==> config.mk <==
export PLATFORM = sky130hd
export DESIGN_NAME = branch_trace_text_formatter
export DESIGN_NICKNAME = d
export VERILOG_FILES = /design/src/hw/rtl/btf_pkg.sv /design/src/hw/rtl/btf_decode.sv /design/src/hw/rtl/btf_format.sv /design/src/hw/rtl/btf_serial.sv /design/src/hw/rtl/branch_trace_text_formatter.sv
export SDC_FILE = /design/constraint.sdc
export NUM_CORES = 1
export LEC_CHECK = 0
export BUFFER_PORTS_ARGS = -buffer_cell sky130_fd_sc_hd__buf_2
export CORE_MARGIN = 10
export CORE_UTILIZATION = 36
export DETAILED_ROUTE_END_ITERATION = 7
export PLACE_DENSITY_LB_ADDON = 0.15
export SYNTH_ARGS = -nofsm -noshare
export SYNTH_HDL_FRONTEND = slang
export SYNTH_SLANG_ARGS = --single-unit
==> constraint.sdc <==
create_clock -name aclk -period 20.7 [get_ports aclk]
set_input_delay 2.07 -clock aclk [delete_from_list [all_inputs] [get_ports aclk]]
set_output_delay 2.07 -clock aclk [all_outputs]
set_load 0.005 [all_outputs]
==> src/hw/rtl/btf_pkg.sv <==
// Shared types and constants for the branch trace text formatter.
// No dependencies; used by every module of the block.
package btf_pkg;

    localparam int unsigned AddrWidth = 32;
    localparam int unsigned CharWidth = 8;
    localparam int unsigned RunLen    = 32;
    localparam int unsigned LineLen   = 16;
    localparam int unsigned IdxWidth  = $clog2(RunLen);
    localparam int unsigned TextWidth = RunLen * CharWidth;

    // Decoded branch, passed from the decode stage to the format stage
    typedef struct packed {
        logic [AddrWidth-1:0] addr;
        logic [AddrWidth-1:0] target;
        logic                 link;
        logic [3:0]           cond;
    } dec_t;

    // One formatted run; character k sits at bits [8k +: 8]
    typedef logic [TextWidth-1:0] text_t;

endpackage

==> src/hw/rtl/btf_decode.sv <==
// Decode stage: branch detection and target address computation.
// Depends on btf_pkg.
module btf_decode (
    input  logic                             aclk,
    input  logic                             aresetn,
    input  logic                             in_valid,
    output logic                             in_ready,
    input  logic [btf_pkg::AddrWidth-1:0]    in_addr,
    input  logic [btf_pkg::AddrWidth-1:0]    in_word,
    output logic                             out_valid,
    input  logic                             out_ready,
    output btf_pkg::dec_t                    out_dec
);

    logic                                 valid_reg;
    logic                                 valid_next;
    btf_pkg::dec_t                        dec_reg;
    btf_pkg::dec_t                        dec_next;
    logic                                 is_branch;
    logic [btf_pkg::AddrWidth-1:0]        offset;

    // Advance when the stage is empty or its request moves on
    assign in_ready  = !valid_reg || out_ready;
    assign is_branch = (in_word[27:25] == 3'b101);

    // Sign-extend the 24-bit word offset and scale it to bytes
    assign offset = {{6{in_word[23]}}, in_word[23:0], 2'b00};

    always_comb begin
        valid_next = valid_reg;
        dec_next   = dec_reg;
        if (in_ready) begin
            // drop non-branch requests right here
            valid_next = in_valid && is_branch;
        end
        if (in_valid && in_ready) begin
            dec_next.addr   = in_addr;
            dec_next.target = in_addr + 32'd8 + offset;
            dec_next.link   = in_word[24];
            dec_next.cond   = in_word[31:28];
        end
    end

    always_ff @(posedge aclk) begin
        if (!aresetn) begin
            valid_reg <= 1'b0;
        end else begin
            valid_reg <= valid_next;
        end
        dec_reg <= dec_next;
    end

    assign out_valid = valid_reg;
    assign out_dec   = dec_reg;

endmodule

==> src/hw/rtl/btf_format.sv <==
// Format stage: builds the 32 ASCII characters of one branch run.
// Depends on btf_pkg.
module btf_format (
    input  logic           aclk,
    input  logic           aresetn,
    input  logic           in_valid,
    output logic           in_ready,
    input  btf_pkg::dec_t  in_dec,
    output logic           out_valid,
    input  logic           out_ready,
    output btf_pkg::text_t out_text
);

    // Condition mnemonics, first letter in the upper byte
    localparam logic [15:0] CondText [16] = '{
        "EQ", "NE", "CS", "CC", "MI", "PL", "VS", "VC",
        "HI", "LS", "GE", "LT", "GT", "LE", "  ", "TH"
    };

    localparam logic [7:0] Space = " ";

    logic           valid_reg;
    logic           valid_next;
    btf_pkg::text_t text_reg;
    btf_pkg::text_t text_next;
    btf_pkg::text_t text;

    // Uppercase hex digit of one nibble
    function automatic logic [7:0] hex_char(input logic [3:0] nib);
        logic [7:0] wide;
        wide = {4'd0, nib};
        return (nib <= 4'd9) ? wide + 8'd48 : wide + 8'd55;
    endfunction

    assign in_ready = !valid_reg || out_ready;

    // Lay out both lines of text
    always_comb begin
        text = '0;
        text[0*8 +: 8]  = Space;
        text[1*8 +: 8]  = Space;
        text[2*8 +: 8]  = "A";
        text[3*8 +: 8]  = "D";
        text[4*8 +: 8]  = "D";
        text[5*8 +: 8]  = "R";
        text[6*8 +: 8]  = "=";
        for (int k = 0; k < 8; k++) begin
            text[(7 + k)*8 +: 8]  = hex_char(in_dec.addr[(28 - 4*k) +: 4]);
            text[(23 + k)*8 +: 8] = hex_char(in_dec.target[(28 - 4*k) +: 4]);
        end
        text[15*8 +: 8] = Space;
        text[16*8 +: 8] = Space;
        text[17*8 +: 8] = Space;
        text[18*8 +: 8] = in_dec.link ? "B" : Space;
        text[19*8 +: 8] = in_dec.link ? "L" : "B";
        text[20*8 +: 8] = CondText[in_dec.cond][15:8];
        text[21*8 +: 8] = CondText[in_dec.cond][7:0];
        text[22*8 +: 8] = Space;
        text[31*8 +: 8] = Space;
    end

    always_comb begin
        valid_next = valid_reg;
        text_next  = text_reg;
        if (in_ready) begin
            valid_next = in_valid;
        end
        if (in_valid && in_ready) begin
            text_next = text;
        end
    end

    always_ff @(posedge aclk) begin
        if (!aresetn) begin
            valid_reg <= 1'b0;
        end else begin
            valid_reg <= valid_next;
        end
        text_reg <= text_next;
    end

    assign out_valid = valid_reg;
    assign out_text  = text_reg;

endmodule

==> src/hw/rtl/btf_serial.sv <==
// Output stage: shifts a formatted run out one character per request.
// Depends on btf_pkg.
module btf_serial (
    input  logic                            aclk,
    input  logic                            aresetn,
    input  logic                            in_valid,
    output logic                            in_ready,
    input  btf_pkg::text_t                  in_text,
    output logic                            m_valid,
    input  logic                            m_ready,
    output logic [btf_pkg::CharWidth-1:0]   m_char_code,
    output logic                            m_line_select,
    output logic                            m_last_char
);

    localparam logic [btf_pkg::IdxWidth-1:0] LastIdx = btf_pkg::IdxWidth'(btf_pkg::RunLen - 1);

    logic                            valid_reg;
    logic                            valid_next;
    btf_pkg::text_t                  text_reg;
    btf_pkg::text_t                  text_next;
    logic [btf_pkg::IdxWidth-1:0]    idx_reg;
    logic [btf_pkg::IdxWidth-1:0]    idx_next;
    logic                            take;
    logic                            take_last;

    assign take      = valid_reg && m_ready;
    assign take_last = take && (idx_reg == LastIdx);

    // Load a new run as the last character of the current one leaves
    assign in_ready = !valid_reg || take_last;

    always_comb begin
        valid_next = valid_reg;
        text_next  = text_reg;
        idx_next   = idx_reg;
        if (in_ready) begin
            valid_next = in_valid;
            if (in_valid) begin
                text_next = in_text;
                idx_next  = '0;
            end
        end else if (take) begin
            // advance to the next character
            text_next = text_reg >> btf_pkg::CharWidth;
            idx_next  = idx_reg + btf_pkg::IdxWidth'(1);
        end
    end

    always_ff @(posedge aclk) begin
        if (!aresetn) begin
            valid_reg <= 1'b0;
            idx_reg   <= '0;
        end else begin
            valid_reg <= valid_next;
            idx_reg   <= idx_next;
        end
        text_reg <= text_next;
    end

    assign m_valid       = valid_reg;
    assign m_char_code   = text_reg[btf_pkg::CharWidth-1:0];
    assign m_line_select = idx_reg[btf_pkg::IdxWidth-1];
    assign m_last_char   = (idx_reg == LastIdx);

endmodule

==> src/hw/rtl/branch_trace_text_formatter.sv <==
// Branch trace text formatter: top level tying decode, format and output stages.
// Depends on btf_pkg, btf_decode, btf_format and btf_serial.
//
// Takes one (address, ARM instruction word) request per cycle while s_ready is
// high. Words whose bits 27:25 are not 101 are dropped in the decode stage. Each
// branch passes decode (target add) and format (ASCII layout) stages, then the
// output stage sends its 32 characters, one per cycle while m_ready is high:
// "  ADDR=hhhhhhhh " and "  BLcc hhhhhhhh " (or " B"), uppercase hex, line_select
// marking the second line and last_char the 32nd character. The first character
// is offered once the request has passed the decode, format and output registers.
// The output shift register holds one run and takes the next only as the last
// character of the current one leaves; up to two more branches wait in the
// decode and format stages while it drains.
module branch_trace_text_formatter (
    input  logic        aclk,
    input  logic        aresetn,
    input  logic        s_valid,
    output logic        s_ready,
    input  logic [31:0] s_instr_address,
    input  logic [31:0] s_instr_word,
    output logic        m_valid,
    input  logic        m_ready,
    output logic [7:0]  m_char_code,
    output logic        m_line_select,
    output logic        m_last_char
);

    logic           dec_valid;
    logic           dec_ready;
    btf_pkg::dec_t  dec;
    logic           fmt_valid;
    logic           fmt_ready;
    btf_pkg::text_t fmt_text;

    btf_decode u_decode (
        .aclk      (aclk),
        .aresetn   (aresetn),
        .in_valid  (s_valid),
        .in_ready  (s_ready),
        .in_addr   (s_instr_address),
        .in_word   (s_instr_word),
        .out_valid (dec_valid),
        .out_ready (dec_ready),
        .out_dec   (dec)
    );

    btf_format u_format (
        .aclk      (aclk),
        .aresetn   (aresetn),
        .in_valid  (dec_valid),
        .in_ready  (dec_ready),
        .in_dec    (dec),
        .out_valid (fmt_valid),
        .out_ready (fmt_ready),
        .out_text  (fmt_text)
    );

    btf_serial u_serial (
        .aclk          (aclk),
        .aresetn       (aresetn),
        .in_valid      (fmt_valid),
        .in_ready      (fmt_ready),
        .in_text       (fmt_text),
        .m_valid       (m_valid),
        .m_ready       (m_ready),
        .m_char_code   (m_char_code),
        .m_line_select (m_line_select),
        .m_last_char   (m_last_char)
    );

`ifndef NO_ASSERTIONS
    // The final character always belongs to the branch line
    a_last_on_line1: assert property (@(posedge aclk) disable iff (!aresetn)
        (m_valid && m_last_char) |-> m_line_select)
        else $error("last character outside the branch line");

    // A run never stops before its last character
    a_run_continues: assert property (@(posedge aclk) disable iff (!aresetn)
        (m_valid && m_ready && !m_last_char) |=> m_valid)
        else $error("run ended early");

    // A new run opens on the address line with a space
    a_run_start: assert property (@(posedge aclk) disable iff (!aresetn)
        (m_valid && m_ready && m_last_char) |=>
            (!m_valid || (!m_line_select && !m_last_char && m_char_code == 8'h20)))
        else $error("run did not restart at its first character");
`endif

endmodule

* After elaboration in Yosys (flattened, before gate mapping)
Memory sizes are Yosys's and may differ from the RTL's. A register that Yosys moved wholly into a read port is not among the register bits. Index checks and enable logic that the tools add are counted.
Word-level totals: register bits after elaboration 493, memory bits (read-only) 256, bits of input ports 68, output and inout bits 12, word-level logic and storage cells 106, memories kept 1
Operators by class: $add $sub $neg 35, $lt $le $gt $ge 17, equality and inequality tests 3, multiplexer cells 26, bitwise operators 1, reductions and logical operators 13
Memories:
- (no name shown) | depth 16, width 16, read ports 1, clocked after Yosys merged registers in 1, wr ports 0, line btf_format.sv:56 | text[20*8 +: 8] = CondText[in_dec.cond][15:8];
Operators with widths (number):
- 256-bit two-way mux | 3
- 4-bit by 6-bit adder with 7-bit output, second input constant | 32
- 8-bit two-way mux | 16
- 4-bit <= comparator, second input constant | 16
- 32-bit adder | 1
- 32-bit by 4-bit adder with 32-bit output, second input constant | 1
- 16-bit two-way mux | 2
- 5-bit two-way mux | 3
- 7-bit two-way mux | 1
- 5-bit by 1-bit adder with 5-bit output, second input constant | 1
- 5-bit equality test, second input constant | 1
- 5-bit >= comparator, second input constant | 1
- 1-bit logical AND | 5
- 4-bit inverter with 5-bit output | 1
- 4-bit two-way mux | 1
- 3-bit equality test, second input constant | 1
- 1-bit logical NOT | 3
- 1-bit logical OR | 3
- 2-bit inequality test, second input constant | 1
- 2-bit AND reduction | 1
- 2-bit nonzero test | 1

* Depth between registers and ports, before layout
depth after elaboration 6, depth in mapped cells 14, depth with buffers taken out 14

* Cells and area by module
From an unflattened synthesis, not the netlist that was laid out.
Unflattened totals: cells, all modules 1923, area, all modules 21675.8 µm²
By module, submodules not included:
- btf_serial | times used 1, cells an instance 1104, area an instance 11158.2 µm², seq. area each 7807.5 µm²
- btf_format | times used 1, cells an instance 515, area an instance 6585.1 µm², seq. area each 3803.6 µm²
- btf_decode | times used 1, cells an instance 304, area an instance 3932.5 µm², seq. area each 2031.9 µm²

* Worst setup path after synthesis
No wires, ideal clock.
path type in2reg, from in m_ready, to reg u_format.text_reg[100] (netlist: u_format.out_text[100]), enable pin, setup time 0.802 ns, data arrival time 11.928 ns, required time 19.898 ns, path slack 7.970 ns, stages 5, path buffers 3, cells stage by stage clkbuf_1 > a21oi_1 > buf_2 > buf_1 > a21boi_0
Between the ends: word-level cells in the longest chain between the ends 5
Ends and longest elaborated chain:
- from (decl) | line branch_trace_text_formatter.sv:22 | input logic m_ready,
- 1-bit logical AND | line btf_serial.sv:27 | assign take = valid_reg && m_ready;
- 1-bit logical AND | line btf_serial.sv:28 | assign take_last = take && (idx_reg == LastIdx);
- 1-bit logical OR | line btf_serial.sv:31 | assign in_ready = !valid_reg || take_last;
- 1-bit logical OR | line btf_format.sv:35 | assign in_ready = !valid_reg || out_ready;
- 1-bit logical AND | line btf_format.sv:68 | if (in_valid && in_ready) begin
- to (signal assigned) | line btf_format.sv:79 | text_reg <= text_next;
- to (decl) | line btf_format.sv:24 | btf_pkg::text_t text_reg;
Every way passes these cells. A chain may end at the register's enable or synchronous reset.

* Final worst setup path
from in m_ready, to out s_ready
Between the ends: word-level cells in the longest chain between the ends 5
Ends and longest elaborated chain:
- 1-bit logical AND | line btf_serial.sv:27
- 1-bit logical AND | line btf_serial.sv:28
- 1-bit logical OR | line btf_serial.sv:31
- 1-bit logical OR | line btf_format.sv:35
- 1-bit logical OR | line btf_decode.sv:23 | assign in_ready = !valid_reg || out_ready;
- to (decl) | line branch_trace_text_formatter.sv:18 | output logic s_ready,
Every way passes these cells.

==> impl_metrics.ini <==
[worst_setup_path]
worst-path-max-fanout = 8
crit_arrival_ns = 2.67
required_ns = 18.63
startpoint_type = primary input
crit_path_end_kind = primary output
critPathKind = in2out

[timing]
hold_violations = 0
post-route-period-util = 0.2290
max_freq_ghz = 0.2110
slew_viol_final = 0
tns_ns = 0
slew_headroom = 0.2957
rsz0062_at_grt = false
layout_setup_ws_ns = 15.96
worst_pin_slew_ns = 1.057
finClkSkew_ns = 0.01564
min_period_ns = 4.740
setup_viol = 0

[detailed_routing]
ant_nets = 0
vias = 10612
drt_wl_total_um = 35410
drc = 0
via_per_inst = 4.714
first_pass_iters = 5
initialDrtViolationCount = 638
wl_per_cell_um = 15.73

[floorplan]
fp.dieW_um = 246.1
coreArea_mm2 = 0.05038
die-height_um = 246.1
die_area_mm2 = 0.06058
row_count = 82
start_util = 0.3655
io_pins = 80

[global_route]
grt_max_degree = 147
grt_pass1_wl_um = 57820
track_usage = 0.1180
antenna_found_initial = 0
grt_pass1_vias = 10937
overflow = 0

[synth]
seq_area_frac_synth = 0.6791
syn_area_per_cell_um2 = 12.55
synth-async-reset-ratio = 0
synth_top_area_frac = 0.6704
synth.most_common_cell = nand2_1
synth.net_count = 1626
synth-edff-count = 411
synthesis.area_mm2 = 0.01841
ys_types = 55
yosysTopAreaCell = edfxtp_1
ys_ff_latch = 419
synth_warnings = 0
synth_cells = 1467
yosys-top-cells-count = nand2_1 (415), edfxtp_1 (411), ha_1 (90)
synthFlopType = edfxtp_1
post_synth_main_area_contributors = edfxtp_1 (67%), nand2_1 (8.5%), ha_1 (6.1%), and3_1 (2.4%), o21ai_0 (1.7%)

[finish]
fin_util = 0.4161
antenna_cells = 0
largest_reg_flops = 218
nets = 1702
final_cells = 2251
area_growth_pct = 13.84
drive_gt1_frac = 0.1070

[power]
power.total_uw = 1968
vdd_drop_max_mv = 0.05069
powerDensity_mw_per_mm2 = 93.89
p_leak_uw = 0.008279

[run]
max_cap_violations = 0

[clock_tree]
htreeDepth = 2
cts_tree = yes
numCtsBuffers = 47
hold_buffers = 0
clkSinkCount = 419
worstSkewPairLatency_ns = 0.57
cts_resized = 0
clkTransAtPathRegs_ns = 0.05
clk_path_buf_depth = 3
clockRootBuffer = clkbuf_16
post-cts-setup-buffers = 0

[placement]
portBuffers = 78
place_ws_ns = 15.44
gp_congestion = 0.7360
place_hpwl_um = 21980
dpl.cell_count = 2166

[worst_hold_path]
hold_path.class = reg2reg

[run_status]
status = completed
-- routing by layer --
metal  share of wire  wire length, um  vias to the layer above  GRT usage
met3           0.041             1468                       51    0.02348
li1                -                -                     5332          -
met1            0.49            17380                     5074     0.1595
met4           0.023              808                        0    0.04465
met2            0.44            15750                      155     0.1842
met5               0                0                        -          0
-- worst max-delay path: stages --
cell	delay, ns
buf_2	0.16
a21oi_4	0.16
nand3_1	0.12
buf_2	0.16
-- layout by cell type (no fill, tap or decap), types with 6 or more instances in the layout --
cell / count
nand2b_1: 23
nor3b_1: 8
nand2_1: 415
clkbuf_16: 49
a21oi_1: 28
xnor2_1: 34
a21o_1: 9
dfxtp_1: 8
edfxtp_1: 411
and3b_1: 9
clkinv_1: 10
clkbuf_1: 14
o21ai_1: 8
and3_1: 71
nand3_1: 11
xor2_1: 9
and2_1: 11
ha_1: 90
a31oi_1: 6
o21ai_0: 62
clkinv_2: 9
buf_4: 9
nor2_1: 37
buf_2: 78
o31ai_1: 12
nor2b_1: 9
inv_1: 63
a21boi_0: 23
-- cells by family after synthesis --
logic type	share of synthesized area
AND/OR/NAND/NOR	0.1467
flip-flops	0.6791
AO/OA/AOI/OAI	0.06280
buffers and inverters	0.02739
adder cells (fa/ha/maj)	0.06225
XOR/XNOR	0.02046
multiplexers	0.001087
other	0.0002037
-- metrics by stage --
stage               area [um^2]  hold slack [ns]
finish                    20960           0.4961
global route              20960           0.5125
CTS                       20960           0.4976
detailed placement        19480           0.4844
global placement          19480           0.4804
floorplan                 18410           0.4264
-- where the power goes --
group	total, uW	internal, uW	switching, uW
Combinational	163	65.8	97.3
Clock	811	481	330
Sequential	994	972	22.3
-- worst paths after layout --
| check | end | slack, ns | cells past startpoint | startpoint |
|---|---|---|---|---|
| max | s_ready | 15.96 | 4 | m_ready |
| min | u_serial.text_reg[22] | 0.50 | 1 | u_serial.text_reg[30] |
| max reg2reg | u_format.out_text[107] | 17.06 | 8 | u_serial.idx_reg[0] |
| min reg2reg | u_serial.text_reg[22] | 0.50 | 1 | u_serial.text_reg[30] |
-- area by class of cell --
| class | instances | area, um^2 |
|---|---|---|
| sequential | 419 | 12500 |
| tap | 672 | 840.8 |
| fill | 4739 | 29420 |
| multi-input combinational | 923 | 5429 |
| timing repair buffer | 87 | 457.9 |
| inverter | 65 | 252.7 |
| clock inverter | 22 | 197.7 |
| clock buffer | 63 | 1279 |
Power figures use the tool's default switching activity.
